File: config.mk
export PLATFORM = sky130hd
export DESIGN_NAME = gzip_header_parser_unit
export DESIGN_NICKNAME = d
export VERILOG_FILES = /design/src/hw/rtl/gzhp_pkg.sv /design/src/hw/rtl/gzhp_step.sv /design/src/hw/rtl/gzip_header_parser_unit.sv
export SDC_FILE = /design/constraint.sdc
export NUM_CORES = 1
export LEC_CHECK = 0
export CAP_MARGIN = 20
export CELL_PAD_IN_SITES_DETAIL_PLACEMENT = 1
export CELL_PAD_IN_SITES_GLOBAL_PLACEMENT = 2
export CORE_UTILIZATION = 35
export DETAILED_ROUTE_END_ITERATION = 8
export DONT_BUFFER_PORTS = 1
export HOLD_SLACK_MARGIN = 0.02
export PLACE_DENSITY = 0.76
export SYNTH_ARGS = -nofsm -noshare
export SYNTH_HDL_FRONTEND = slang
export SYNTH_SLANG_ARGS = --single-unit
File: constraint.sdc
create_clock -name i_clk -period 8.1 [get_ports i_clk]
set_input_delay 1.62 -clock i_clk [delete_from_list [all_inputs] [get_ports i_clk]]
set_output_delay 1.62 -clock i_clk [all_outputs]
set_load 0.1 [all_outputs]
File: src/hw/rtl/gzhp_pkg.sv
`default_nettype none

package gzhp_pkg;

    // Header byte counter; the length field of a result is always 20 bits wide
    localparam int COUNT_BITS = 20;
    localparam int LEN_W      = 20;
    localparam int CNT_W      = (COUNT_BITS < LEN_W) ? COUNT_BITS : LEN_W;
    localparam logic [CNT_W-1:0] COUNT_LIMIT = {CNT_W{1'b1}};

    localparam logic [7:0] MAGIC0_BYTE = 8'h1f;
    localparam logic [7:0] MAGIC1_BYTE = 8'h8b;
    localparam logic [7:0] METHOD_DEFL = 8'h08;
    localparam logic [7:0] FL_HCRC     = 8'h02;
    localparam logic [7:0] FL_EXTRA    = 8'h04;
    localparam logic [7:0] FL_NAME     = 8'h08;
    localparam logic [7:0] FL_COMMENT  = 8'h10;
    localparam logic [7:0] FL_RESV     = 8'he0;
    localparam logic [CNT_W-1:0] FIXED_LEN = CNT_W'(10);

    typedef enum logic [3:0] {
        PH_IDLE    = 4'd0,
        PH_MAGIC0  = 4'd1,
        PH_MAGIC1  = 4'd2,
        PH_METHOD  = 4'd3,
        PH_FLAGS   = 4'd4,
        PH_FIXED   = 4'd5,
        PH_XLEN0   = 4'd6,
        PH_XLEN1   = 4'd7,
        PH_XDATA   = 4'd8,
        PH_NAME    = 4'd9,
        PH_COMMENT = 4'd10,
        PH_CRC0    = 4'd11,
        PH_CRC1    = 4'd12,
        PH_DONE    = 4'd13
    } t_phase;

    typedef enum logic [2:0] {
        ST_OK        = 3'd0,
        ST_MAGIC     = 3'd1,
        ST_METHOD    = 3'd2,
        ST_RESERVED  = 3'd3,
        ST_TRUNCATED = 3'd4,
        ST_TOOLONG   = 3'd5
    } t_status;

    typedef struct packed {
        t_phase            phase;
        logic [CNT_W-1:0]  byte_count;
        logic [15:0]       extra_rem;
        logic [7:0]        flag_bits;
    } t_parse_state;

    typedef struct packed {
        logic              emit;
        t_status           status;
        logic [LEN_W-1:0]  length;
        logic [7:0]        flags;
    } t_result;

    // First optional section at or after 'from' that the flags call for
    function automatic t_phase next_section(input t_phase from, input logic [7:0] flags);
        t_phase ph;
        ph = PH_DONE;
        priority if (from <= PH_XLEN0 && (flags & FL_EXTRA) != 8'h00) ph = PH_XLEN0;
        else if (from <= PH_NAME && (flags & FL_NAME) != 8'h00)       ph = PH_NAME;
        else if (from <= PH_COMMENT && (flags & FL_COMMENT) != 8'h00) ph = PH_COMMENT;
        else if (from <= PH_CRC0 && (flags & FL_HCRC) != 8'h00)       ph = PH_CRC0;
        else                                                          ph = PH_DONE;
        return ph;
    endfunction

endpackage

`default_nettype wire

File: src/hw/rtl/gzhp_step.sv
`default_nettype none

module gzhp_step (
    input  wire  gzhp_pkg::t_parse_state i_state,
    input  wire  logic [7:0]             i_byte,
    input  wire  logic                   i_start,
    input  wire  logic                   i_last,
    output       gzhp_pkg::t_parse_state o_state,
    output       gzhp_pkg::t_result      o_result
);
    import gzhp_pkg::*;

    t_parse_state     cur;
    t_parse_state     nxt;
    logic [CNT_W-1:0] cnt1;
    logic [15:0]      ext;
    logic             err;
    t_status          err_code;

    always_comb begin
        cur = i_state;
        if (i_start) begin
            cur.phase      = PH_MAGIC0;
            cur.byte_count = '0;
            cur.extra_rem  = '0;
            cur.flag_bits  = '0;
        end

        nxt      = cur;
        cnt1     = cur.byte_count + CNT_W'(1);
        ext      = '0;
        err      = 1'b0;
        err_code = ST_OK;
        o_result = '{emit: 1'b0, status: ST_OK, length: '0, flags: cur.flag_bits};

        if (cur.phase == PH_IDLE || cur.phase > PH_CRC1) begin
            nxt.phase = PH_IDLE;
        end else if (cur.byte_count >= COUNT_LIMIT) begin
            o_result.emit   = 1'b1;
            o_result.status = ST_TOOLONG;
            nxt.phase       = PH_IDLE;
        end else begin
            nxt.byte_count = cnt1;
            unique case (cur.phase)
                PH_MAGIC0: begin
                    if (i_byte != MAGIC0_BYTE) begin
                        err = 1'b1; err_code = ST_MAGIC;
                    end else nxt.phase = PH_MAGIC1;
                end
                PH_MAGIC1: begin
                    if (i_byte != MAGIC1_BYTE) begin
                        err = 1'b1; err_code = ST_MAGIC;
                    end else nxt.phase = PH_METHOD;
                end
                PH_METHOD: begin
                    if (i_byte != METHOD_DEFL) begin
                        err = 1'b1; err_code = ST_METHOD;
                    end else nxt.phase = PH_FLAGS;
                end
                PH_FLAGS: begin
                    nxt.flag_bits = i_byte;
                    if ((i_byte & FL_RESV) != 8'h00) begin
                        err = 1'b1; err_code = ST_RESERVED;
                    end else nxt.phase = PH_FIXED;
                end
                PH_FIXED: begin
                    if (cnt1 >= FIXED_LEN) nxt.phase = next_section(PH_XLEN0, cur.flag_bits);
                end
                PH_XLEN0: begin
                    nxt.extra_rem = {8'h00, i_byte};
                    nxt.phase     = PH_XLEN1;
                end
                PH_XLEN1: begin
                    ext           = {i_byte, cur.extra_rem[7:0]};
                    nxt.extra_rem = ext;
                    nxt.phase     = (ext != 16'h0000) ? PH_XDATA
                                                      : next_section(PH_NAME, cur.flag_bits);
                end
                PH_XDATA: begin
                    ext           = cur.extra_rem - 16'd1;
                    nxt.extra_rem = ext;
                    if (ext == 16'h0000) nxt.phase = next_section(PH_NAME, cur.flag_bits);
                end
                PH_NAME: begin
                    if (i_byte == 8'h00) nxt.phase = next_section(PH_COMMENT, cur.flag_bits);
                end
                PH_COMMENT: begin
                    if (i_byte == 8'h00) nxt.phase = next_section(PH_CRC0, cur.flag_bits);
                end
                PH_CRC0: nxt.phase = PH_CRC1;
                PH_CRC1: nxt.phase = PH_DONE;
                default: nxt.phase = PH_IDLE;
            endcase

            o_result.flags = nxt.flag_bits;
            // an error on this byte wins over truncation on the same byte
            priority if (err) begin
                o_result.emit   = 1'b1;
                o_result.status = err_code;
                nxt.phase       = PH_IDLE;
            end else if (nxt.phase == PH_DONE) begin
                o_result.emit   = 1'b1;
                o_result.status = ST_OK;
                o_result.length = LEN_W'(cnt1);
                nxt.phase       = PH_IDLE;
            end else if (i_last) begin
                o_result.emit   = 1'b1;
                o_result.status = ST_TRUNCATED;
                nxt.phase       = PH_IDLE;
            end else begin
                o_result.emit   = 1'b0;
            end
        end
        o_state = nxt;
    end

endmodule

`default_nettype wire

File: src/hw/rtl/gzip_header_parser_unit.sv
`default_nettype none

// gzip member header parser. Bytes of a gzip stream enter on the slave side one
// request per cycle; tuser marks the first byte of a stream (and restarts any parse
// in flight), tlast marks the last byte available. For every started stream not
// restarted mid-header exactly one result leaves on the master side: on the byte
// that completes the header, on the byte that shows an error (bad magic, method
// other than deflate, reserved flag bits set, header longer than 2^20-1 bytes) or
// on the tlast byte if the header is still incomplete there (truncated). A restarted
// parse gives no result. Throughput is one byte per cycle while the master side
// takes results; a byte is held in the input register, then the phase update moves
// its result into the result register. The phase/count update of the parse state is
// the single loop setting the throughput. Bytes with no parse running are swallowed.
module gzip_header_parser_unit (
    input  wire  logic        i_clk,
    input  wire  logic        i_rst_n,
    input  wire  logic        i_s_tvalid,
    output       logic        o_s_tready,
    input  wire  logic [7:0]  i_s_tdata,   // [7:0] data_byte
    input  wire  logic        i_s_tuser,   // [0] start_req
    input  wire  logic        i_s_tlast,   // end_of_input
    output       logic        o_m_tvalid,
    input  wire  logic        i_m_tready,
    output       logic [31:0] o_m_tdata    // [2:0] status, [22:3] header_length,
                                           // [30:23] flags_seen, [31] zero
);
    import gzhp_pkg::*;

    // input register stage
    logic         r_in_valid;
    logic [7:0]   r_in_byte;
    logic         r_in_start;
    logic         r_in_last;

    // parse state and result register
    t_parse_state r_state;
    t_parse_state n_state;
    t_result      n_result;
    logic         r_out_valid;
    t_status      r_out_status;
    logic [LEN_W-1:0] r_out_len;
    logic [7:0]   r_out_flags;

    logic         out_free;
    logic         consume;

    // the held byte moves on once the result register can take whatever it makes
    assign out_free   = !r_out_valid || i_m_tready;
    assign consume    = r_in_valid && out_free;
    assign o_s_tready = !r_in_valid || consume;

    gzhp_step u_step (
        .i_state  (r_state),
        .i_byte   (r_in_byte),
        .i_start  (r_in_start),
        .i_last   (r_in_last),
        .o_state  (n_state),
        .o_result (n_result)
    );

    always_ff @(posedge i_clk) begin
        if (!i_rst_n) begin
            r_in_valid <= 1'b0;
        end else if (o_s_tready) begin
            r_in_valid <= i_s_tvalid;
        end
    end

    always_ff @(posedge i_clk) begin
        if (i_s_tvalid && o_s_tready) begin
            r_in_byte  <= i_s_tdata;
            r_in_start <= i_s_tuser;
            r_in_last  <= i_s_tlast;
        end
    end

    always_ff @(posedge i_clk) begin
        if (!i_rst_n) begin
            r_state <= '{phase: PH_IDLE, byte_count: '0, extra_rem: '0, flag_bits: '0};
        end else if (consume) begin
            r_state <= n_state;
        end
    end

    always_ff @(posedge i_clk) begin
        if (!i_rst_n) begin
            r_out_valid <= 1'b0;
        end else if (out_free) begin
            r_out_valid <= consume && n_result.emit;
        end
    end

    always_ff @(posedge i_clk) begin
        if (consume && n_result.emit) begin
            r_out_status <= n_result.status;
            r_out_len    <= n_result.length;
            r_out_flags  <= n_result.flags;
        end
    end

    assign o_m_tvalid = r_out_valid;
    assign o_m_tdata  = {1'b0, r_out_flags, r_out_len, r_out_status};

    // a good header is at least the fixed ten bytes
    a_ok_len: assert property (@(posedge i_clk) disable iff (!i_rst_n)
        (r_out_valid && r_out_status == ST_OK) |-> (r_out_len >= LEN_W'(10)))
        else $error("ok result with short header length");

    // failed parses carry no length
    a_err_len: assert property (@(posedge i_clk) disable iff (!i_rst_n)
        (r_out_valid && r_out_status != ST_OK) |-> (r_out_len == '0))
        else $error("error result with nonzero length");

    // magic and method errors come before the flag byte is read
    a_early_flags: assert property (@(posedge i_clk) disable iff (!i_rst_n)
        (r_out_valid && (r_out_status == ST_MAGIC || r_out_status == ST_METHOD))
            |-> (r_out_flags == 8'h00))
        else $error("flags reported before flag byte");

    // done is transient: the parser returns to idle on the byte that completes it
    a_no_done: assert property (@(posedge i_clk) disable iff (!i_rst_n)
        r_state.phase != PH_DONE)
        else $error("parse state held in done");

    // past the first magic byte at least one byte has been counted
    a_count: assert property (@(posedge i_clk) disable iff (!i_rst_n)
        (r_state.phase != PH_IDLE && r_state.phase != PH_MAGIC0)
            |-> (r_state.byte_count != '0))
        else $error("byte count lost mid-header");

endmodule

`default_nettype wire
==> flow_metrics.env, run 1 <==
export IMPL_cts_sinks=91
export IMPL_synthesis_area_per_instance_um2=8.79
export IMPL_worst_ir_drop_vdd_uv=103
export IMPL_detail_route_wirelength_mm=16.1
export IMPL_p_switching_mw=0.236
export IMPL_synth_area_leaders="edfxtp_1 22%, dfxtp_1 18%, nor2_1 3.8%"
export IMPL_worst_slew_pin_slew_ns=1.15
export IMPL_grt_setup_unrepaired="false"
export IMPL_cellPowerDensity_nw_per_um2=161
export IMPL_overflow=0
export IMPL_initial_antenna_violation_count=0
export IMPL_postRouteAntennaNets=0
export IMPL_synth_top_area_cell="edfxtp_1"
export IMPL_io_buffers=0
export IMPL_post_drt_via_cell_ratio=5.69
export IMPL_setup_worst_path_start_class="flop"
export IMPL_timing_critical_path_required_ns=8.16
export IMPL_crit_type="flop to flop"
export IMPL_max_clock_path_buffers=2
export IMPL_vias=4629
export IMPL_power_share_clock=0.410
export IMPL_worst_hold_slack_ns=0.499
export IMPL_drv_slew=0
export IMPL_multiInputGateArea_um2=3080
export IMPL_finalWeightedCongestion=0.846
export IMPL_cts_inserted_buffers=9
export IMPL_power_report_internal_total_mw=0.721
export IMPL_cts_max_level=3
export IMPL_floorplan_die_width_um=128
export IMPL_seq_power_share=0.536
export IMPL_synth_ff_latch_count=91
export IMPL_placed_cell_count=797
export IMPL_core_area_um2=15400
export IMPL_diodes=0
export IMPL_endpoint_kind="flop"
export IMPL_post_route_period_util=0.568
export IMPL_synth_ff_type="dfxtp_1"
export IMPL_tritoncts="done"
export IMPL_groute_layer_met2_usage=0.369
export IMPL_finalHoldViolations=0
export IMPL_count_of_flip_flops_with_a_built_in_enable_after_synthesis=41
export IMPL_synth_nets=650
export IMPL_timing_final_ws_setup_ns=3.50
export IMPL_postPlaceCellArea_um2=5650
export IMPL_drt_pass1_iter_count=4
export IMPL_clk_pin_slew_ns=0.06
export IMPL_placementRows=45
export IMPL_dieHeight_um=128
export IMPL_yosys_warnings=0
export IMPL_number_of_global_route_vias_before_repair=4700
export IMPL_grt_first_pass_wirelength_mm=26.0
export IMPL_critPathMaxStageDelay_ns=0.63
export IMPL_hold_path_class="flop to flop"
export IMPL_cell_chain_critical_path="inv_1, nand2_1, ha_1, or4_1, a21oi_1, o2111a_1, nand4_2, o221ai_2, nand4_4, a21oi_4, buf_16"
export IMPL_dpl_hpwl_mm=11.2
export IMPL_outcome="completed"
export IMPL_place_ws_ns=3.19
export IMPL_dieArea_um2=16400
export IMPL_yosysTopAreaCellShare=0.221
export IMPL_synth_yosys_seq_area_share=0.401
export IMPL_finalNonFillerCells=814
export IMPL_layout_nets=615
export IMPL_timing_critical_path_fanout_max=26
export IMPL_layout_cells_sized_above_1=0.103
export IMPL_netlist_area_um2=5570
export IMPL_grt_met1_usage=0.255
export IMPL_final_cell_area_um2=5950
export IMPL_relSlewSlack=0.233
export IMPL_grt_start_max_net_pins=56
export IMPL_num_fill_cells=1803
export IMPL_cts_hold_buf=0
export IMPL_initial_utilization=0.362
export IMPL_maxCapViolCount=0
export IMPL_drt_iter0_markers=209
export IMPL_sequential_cell_area_um2=2230
export IMPL_synth_async_reset_ratio=0
export IMPL_max_clk_rate_mhz=217
export IMPL_final_setup_viol_count=0
export IMPL_count_of_cells_resized_by_post_cts_repair=0
export IMPL_layout_area_overhead_vs_synth_pct=6.86
export IMPL_total_power_mw=0.957
export IMPL_route_detailed_wl_per_inst_um=19.8
export IMPL_finalClockSkew_ns=0.00890
export IMPL_grtUsageMet3=0.0330
export IMPL_finalCoreUtilization=0.387
export IMPL_clock_root_buffer="clkbuf_16"
export IMPL_timing_final_crit_period_ns=4.60
export IMPL_number_of_placed_i_o_pins=48
export IMPL_logic_gate_share_of_total_power=0.054
export IMPL_sw_frac_of_total=0.247
export IMPL_top_usage_layer="met2"
export IMPL_cell_type_of_the_slowest_stage_on_the_worst_timing_path="inv_1"
export IMPL_post_cts_repair_setup_buffers=0
export IMPL_drc_errors=0
export IMPL_grtUsageTotal=0.207
export IMPL_synth_lib_cells_used_distinct=73
export IMPL_leakagePower_nw=1.96
export IMPL_clk_latency_ns=0.35
export IMPL_worst_endpoint_arrival_ns=4.66
export IMPL_finalSetupTns_ns=0
export IMPL_synth_cells=633
## final cells by class
cell class / count / share of cell area
clock buffers: 13 / 0.0421
clock inverters: 3 / 0.00358
inverters: 8 / 0.00505
multi-input cells: 481 / 0.517
flip-flops and latches: 91 / 0.375
well taps: 211 / 0.0444
repair buffers: 7 / 0.0122
## cells in the final DEF, fill, tap and decap left out, types with 7 or more instances in the layout
cell,netlist,layout
nor2_1,57,57
nand2_1,51,51
dfxtp_1,50,50
o21ai_0,41,41
edfxtp_1,41,41
nor2b_1,30,30
a21oi_1,28,27
nor3b_1,18,18
nor3_1,17,17
nor3_2,17,17
a22oi_1,17,17
nor4_1,15,15
xnor2_1,15,15
and3_1,14,14
and2_1,14,14
xor2_1,11,11
nand3_1,10,10
nand4_1,9,9
a31o_2,9,9
clkbuf_16,0,9
inv_1,8,8
a21boi_0,8,8
nand2b_1,7,7
a32o_1,7,7
## synth_stat cells, types with 9 or more instances
cell / instances
edfxtp_1: 41
a31o_2: 9
o21ai_0: 41
and3_1: 14
a22oi_1: 17
xnor2_1: 15
and2_1: 14
a21oi_1: 28
xor2_1: 11
nand3_1: 10
nor4_1: 15
nor2b_1: 30
nor3_1: 17
dfxtp_1: 50
nor3b_1: 18
clkbuf_1: 36
nor3_2: 17
nand4_1: 9
nand2_1: 51
nor2_1: 57
## per-layer routing
metal / share of wire / vias to the layer above / wire length (µm)
li1: - / 2247 / -
met2: 0.51 / 66 / 8240
met4: 0.015 / 0 / 235
met3: 0.021 / 16 / 336
met1: 0.45 / 2300 / 7320
met5: 0 / - / 0
## final timing paths
kind              cells after the start                    start  slack (ns)                          to
hold reg to reg                       2  r_state[8]$_SDFFE_PN0P_        0.50     r_state[8]$_SDFFE_PN0P_
setup reg to reg                     11     r_in_start$_DFFE_PP_        3.50  r_out_len[6]$_SDFFCE_PP0P_
hold / removal                        2  r_state[8]$_SDFFE_PN0P_        0.50     r_state[8]$_SDFFE_PN0P_
setup / recovery                     11     r_in_start$_DFFE_PP_        3.50  r_out_len[6]$_SDFFCE_PP0P_
## sequential cells by signal, indices dropped and copies added, names as in the netlist
name	count
r_state	48
r_out_len	20
r_in_byte	8
r_out_flags	8
r_out_status	3
o_m_tvalid	1
r_in_last	1
r_in_start	1
r_in_valid	1
## power by group through the flow
stage	Clock [mW]	Sequential (mW)	Combinational, mW
floorplan	0	0.518	0.0403
global placement	0	0.523	0.0491
detailed placement	0	0.523	0.0506
CTS	0.408	0.513	0.0508
global route	0.423	0.514	0.0566
finish	0.392	0.513	0.0515
## critical path: cells and delay by family (launching register included)
kind            cells  cell delay [ns]
fa+ha+maj           1             0.35
compound gates      4             1.27
simple gates        4             1.39
flops               1             0.39
buf+inv             2             0.86
## logic make-up after synthesis
logic type,count (synthesis),synth area share
flops,91,0.401
mux,6,0.0112
xor+xnor,26,0.0409
other cells,1,0.000674
simple gates,293,0.308
fa+ha+maj,3,0.00675
compound gates,152,0.183
buf+inv,61,0.0481
Power figures use the tool's default switching activity.
==> run 2, diff against run 1 <==
Clock period 8.1 ns to 4.8 ns, I/O delays scaled along.
==> flow_metrics.env, run 2 (same netlist as run 1, synthesis figures left out) <==
export IMPL_endpoint_kind="flop"
export IMPL_power_report_internal_total_mw=1.32
export IMPL_post_route_period_util=0.724
export IMPL_power_share_clock=0.460
export IMPL_outcome="completed"
export IMPL_worst_hold_slack_ns=0.504
export IMPL_finalHoldViolations=0
export IMPL_cellPowerDensity_nw_per_um2=291
export IMPL_drt_pass1_iter_count=4
export IMPL_overflow=0
export IMPL_worst_endpoint_arrival_ns=3.61
export IMPL_leakagePower_nw=2.04
export IMPL_clk_latency_ns=0.36
export IMPL_finalSetupTns_ns=0
export IMPL_mostFrequentLayoutCell="nor2_1"
export IMPL_number_of_placed_i_o_pins=48
export IMPL_drc_errors=0
export IMPL_layout_cells_sized_above_1=0.122
export IMPL_r2r_slack_ns=1.33
export IMPL_postPlaceCellArea_um2=5720
export IMPL_io_buffers=0
export IMPL_timing_critical_path_required_ns=4.94
export IMPL_critPathMaxStageDelay_ns=0.42
export IMPL_relSlewSlack=0.261
export IMPL_cell_type_of_the_slowest_stage_on_the_worst_timing_path="edfxtp_1"
export IMPL_drt_iter0_markers=283
export IMPL_worst_slew_pin_slew_ns=1.11
export IMPL_dieHeight_um=128
export IMPL_max_clk_rate_mhz=288
export IMPL_timing_rr_start="r_in_start$_DFFE_PP_"
export IMPL_crit_type="flop to flop"
export IMPL_grt_setup_unrepaired="false"
export IMPL_max_flop_register="r_state"
export IMPL_layout_common_cells="57 x nor2_1, 51 x nand2_1, 50 x dfxtp_1"
export IMPL_cell_chain_critical_path="buf_4, and4b_1, and4_1, a41o_1, o211ai_1, nor3_1, nand4bb_1, nand4_4, buf_4, nor3b_1"
export IMPL_cts_inserted_buffers=9
export IMPL_sequential_cell_area_um2=2230
export IMPL_clk_pin_slew_ns=0.08
export IMPL_worst_ir_drop_vdd_uv=163
export IMPL_worst_r2r_cell_count=10
export IMPL_maxCapViolCount=0
export IMPL_cts_max_level=3
export IMPL_post_drt_via_cell_ratio=5.78
export IMPL_reg_top3="r_state: 48 flops, r_out_len: 20 flops"
export IMPL_setup_worst_path_start_class="flop"
export IMPL_multiInputGateArea_um2=3080
export IMPL_dieArea_um2=16400
export IMPL_number_of_global_route_vias_before_repair=4859
export IMPL_detail_route_wirelength_mm=16.8
export IMPL_rr_endpoint="r_out_len[16]$_SDFFCE_PP0P_"
export IMPL_final_cell_area_um2=6070
export IMPL_initial_antenna_violation_count=0
export IMPL_timing_hold_worst_endpoint="r_state[8]$_SDFFE_PN0P_"
export IMPL_drv_slew=0
export IMPL_floorplan_die_width_um=128
export IMPL_largest_register_ff_count=48
export IMPL_initial_utilization=0.362
export IMPL_diodes=0
export IMPL_logic_gate_share_of_total_power=0.051
export IMPL_min_from="r_state[8]$_SDFFE_PN0P_"
export IMPL_finalClockSkew_ns=0.00919
export IMPL_dpl_hpwl_mm=11.8
export IMPL_clock_root_buffer="clkbuf_16"
export IMPL_grt_first_pass_wirelength_mm=27.1
export IMPL_max_clock_path_buffers=2
export IMPL_timing_critical_path_fanout_max=25
export IMPL_finalWeightedCongestion=0.843
export IMPL_cts_sinks=91
export IMPL_grtUsageTotal=0.216
export IMPL_p_switching_mw=0.450
export IMPL_placementRows=45
export IMPL_final_setup_viol_count=0
export IMPL_total_power_mw=1.77
export IMPL_cts_hold_buf=0
export IMPL_route_detailed_wl_per_inst_um=20.4
export IMPL_core_area_um2=15400
export IMPL_num_fill_cells=1795
export IMPL_sw_frac_of_total=0.255
export IMPL_post_cts_repair_setup_buffers=0
export IMPL_seq_power_share=0.488
export IMPL_hold_path_class="flop to flop"
export IMPL_tritoncts="done"
export IMPL_vias=4761
export IMPL_layout_nets=625
export IMPL_postRouteAntennaNets=0
export IMPL_layout_area_overhead_vs_synth_pct=9.15
export IMPL_timing_final_crit_period_ns=3.47
export IMPL_hold_path_depth=2
export IMPL_critical_path_most_common_cell="buf_4"
export IMPL_grt_start_max_net_pins=49
export IMPL_count_of_cells_resized_by_post_cts_repair=0
run 2: how the worst max path moves through the flow:
stage	startpoint	cells after the start	slack, ns	end
2_1_floorplan	r_in_start$_DFFE_PP_	15	0.26	r_out_flags[0]$_DFFE_PP_
3_3_place_gp	r_state[24]$_SDFFE_PN0P_	8	1.09	r_out_len[6]$_SDFFCE_PP0P_
3_5_place_dp	r_state[24]$_SDFFE_PN0P_	8	0.97	r_out_len[7]$_SDFFCE_PP0P_
4_1_cts	r_state[24]$_SDFFE_PN0P_	8	0.94	r_out_len[7]$_SDFFCE_PP0P_
5_1_grt	r_in_start$_DFFE_PP_	10	1.14	r_out_len[16]$_SDFFCE_PP0P_
6_report	r_in_start$_DFFE_PP_	10	1.33	r_out_len[16]$_SDFFCE_PP0P_
run 2: cell type report:
cell class | instances | share of cell area
sequential | 91 | 0.367
timing repair buffer | 17 | 0.0231
clock buffer | 9 | 0.0371
clock inverter | 7 | 0.0175
inverter | 8 | 0.00494
multi-input combinational | 481 | 0.506
tap | 211 | 0.0435
run 2: metrics by stage:
stage	setup WS, ns	util	std cells
finish	1.33	0.395	824
global route	1.14	0.395	824
CTS	0.939	0.394	823
detailed placement	0.973	0.372	807
global placement	1.09	0.372	807
floorplan	0.262	-	633
run 2: layer usage:
layer	track usage	routed length, µm	vias up
li1	-	-	2276
met1	0.268	7610	2388
met2	0.380	8410	75
met4	0.0740	367	0
met5	0	0	-
met3	0.0346	441	22
run 2: worst max-delay path, delay by kind of cell, from the launching register on:
family / cells / cell delay [ns]
simple gates: 6 / 1.97
compound gates: 2 / 0.34
flops: 1 / 0.42
buf+inv: 2 / 0.52
run 2: power by group through the flow:
stage,clock network (mW),logic [mW],registers [mW]
final,0.813,0.0909,0.863
after global routing,0.855,0.0991,0.865
after detailed placement,0,0.0901,0.881
after CTS,0.832,0.0905,0.863
after floorplan,0,0.0683,0.873
after global placement,0,0.0887,0.881
==> run 3, diff against run 2 <==
Settings changed: PLACE_DENSITY 0.76 to 0.79.
Clock period 4.8 ns to 3.1 ns, I/O delays scaled along.
==> flow_metrics.env, run 3 (same netlist as run 1, synthesis figures left out) <==
export IMPL_cts_max_level=3
export IMPL_post_route_period_util=0.998
export IMPL_number_of_placed_i_o_pins=48
export IMPL_grtUsageTotal=0.229
export IMPL_clock_root_buffer="clkbuf_16"
export IMPL_reg_top3="r_state: 48 flops, r_out_len: 20 flops"
export IMPL_cts_hold_buf=0
export IMPL_cts_sinks=91
export IMPL_finalClockSkew_ns=0.0122
export IMPL_drv_slew=0
export IMPL_drt_pass1_iter_count=4
export IMPL_endpoint_kind="flop"
export IMPL_finalNonFillerCells=896
export IMPL_finalWeightedCongestion=0.881
export IMPL_postRouteAntennaNets=0
export IMPL_maxCapViolCount=0
export IMPL_max_clk_rate_mhz=323
export IMPL_timing_critical_path_fanout_max=7
export IMPL_mostFrequentLayoutCell="buf_4"
export IMPL_timing_critical_path_required_ns=3.17
export IMPL_dieHeight_um=128
export IMPL_critPathMaxStageDelay_ns=0.48
export IMPL_cellPowerDensity_nw_per_um2=377
export IMPL_cts_inserted_buffers=9
export IMPL_dpl_hpwl_mm=12.8
export IMPL_worst_ir_drop_vdd_uv=306
export IMPL_drc_errors=0
export IMPL_outcome="completed"
export IMPL_largest_register_ff_count=48
export IMPL_io_buffers=0
export IMPL_dieArea_um2=16400
export IMPL_critPathBufInv=4
export IMPL_grt_setup_unrepaired="true"
export IMPL_cell_chain_critical_path="buf_12, clkinv_8, nand2_8, ha_4, or4_4, a21oi_2, o2111a_1, nand4_4, o221ai_4, nand4_4, a21oi_4, buf_12, clkbuf_16"
export IMPL_finalHoldViolations=0
export IMPL_worst_setup_path_startpoint="r_in_start$_DFFE_PP_"
export IMPL_layout_area_overhead_vs_synth_pct=22.8
export IMPL_initial_utilization=0.362
export IMPL_crit_type="flop to flop"
export IMPL_drt_iter0_markers=297
export IMPL_timing_rr_start="r_in_start$_DFFE_PP_"
export IMPL_finalSetupTns_ns=0
export IMPL_setup_worst_path_start_class="flop"
export IMPL_grt_first_pass_wirelength_mm=28.6
export IMPL_max_clock_path_buffers=2
export IMPL_core_area_um2=15400
export IMPL_initial_antenna_violation_count=0
export IMPL_max_flop_register="r_state"
export IMPL_diodes=0
export IMPL_leakagePower_nw=2.46
export IMPL_total_power_mw=2.58
export IMPL_cell_type_of_the_slowest_stage_on_the_worst_timing_path="or4_4"
export IMPL_final_setup_viol_count=0
export IMPL_worst_endpoint_arrival_ns=3.17
export IMPL_placed_cell_count=875
export IMPL_floorplan_die_width_um=128
export IMPL_overflow=0
export IMPL_timing_critical_path_max_delay_family="simple AND/OR/NAND/NOR gates"
export IMPL_tritoncts="done"
export IMPL_timing_final_crit_period_ns=3.09
export IMPL_layout_nets=697
export IMPL_vias=5072
export IMPL_number_of_global_route_vias_before_repair=5343
export IMPL_layout_common_cells="79 x buf_4, 57 x nor2_1, 50 x dfxtp_1"
export IMPL_relSlewSlack=0.265
export IMPL_grt_start_max_net_pins=49
export IMPL_layout_cells_sized_above_1=0.241
export IMPL_route_detailed_wl_per_inst_um=20.0
export IMPL_finalCoreUtilization=0.445
export IMPL_clk_pin_slew_ns=0.07
export IMPL_worst_slew_pin_slew_ns=1.10
export IMPL_min_from="i_s_tlast"
export IMPL_placementRows=45
export IMPL_hold_path_class="input pin to flop"
export IMPL_clk_latency_ns=0.36
export IMPL_detail_route_wirelength_mm=18.0
export IMPL_post_drt_via_cell_ratio=5.66
==> run 3: changes by cell type in the layout (fill, tap and decap cells not counted), sizes merged <==
cell / change
inv: -2
buf: +71
clkinvlp: +2
clkbuf: +2
clkinv: +1
bufinv: -2
==> run 3: repair_timing <==
item	4_1_cts	5_1_grt
setup buffers	1	1
endpoints found under the setup margin	54	54
pin swaps	4	7
cloned	2	1
resized for setup	11	20
==> run 3: metrics by stage <==
stage | hold WS, ns | setup WS [ns] | instance area [µm²]
floorplan | 0.462 | -0.596 | 5640
global placement | 0.482 | -0.0262 | 6310
detailed placement | 0.500 | -0.0955 | 6310
CTS | 0.344 | -0.00230 | 6720
global route | 0.337 | -0.125 | 6830
finish | 0.354 | 0.00650 | 6830
==> run 3: metal layers <==
metal,share of wire,track usage,vias to the layer above
li1,-,-,2418
met1,0.43,0.273,2518
met2,0.51,0.404,103
met5,0,0,-
met4,0.025,0.0692,0
met3,0.039,0.0551,33
==> run 3: path summary, 6_finish.rpt <==
check                                      to  slack, ns  depth (start not counted)
setup / recovery  r_out_len[10]$_SDFFCE_PP0P_      0.006                         13
hold / removal            r_in_last$_DFFE_PP_       0.35                          0
hold reg to reg       r_state[6]$_SDFFE_PN0P_       0.51                          2
setup reg to reg  r_out_len[10]$_SDFFCE_PP0P_      0.006                         13
==> run 3: where the power goes <==
part / switching (mW) / internal, mW
Combinational: 0.121 / 0.0743
Sequential: 0.0543 / 1.27
Clock: 0.503 / 0.552
==> run 3: cell type report <==
| class | instances | area [µm²] |
|---|---|---|
| sequential | 91 | 2230 |
| inverter | 8 | 42.5 |
| clock buffer | 10 | 229 |
| timing repair buffer | 89 | 796 |
| clock inverter | 6 | 46.3 |
| multi-input combinational | 481 | 3220 |
| tap | 211 | 264 |
| fill | 1767 | 8540 |
==> run 3: worst register-to-register path, stage by stage, from the launching register on <==
cell       delay, ns
edfxtp_1        0.46
buf_12          0.18
clkinv_8        0.06
nand2_8         0.06
ha_4            0.16
or4_4           0.48
a21oi_2         0.14
o2111a_1        0.23
nand4_4         0.15
o221ai_4        0.25
nand4_4         0.15
a21oi_4         0.21
buf_12          0.15
clkbuf_16       0.15
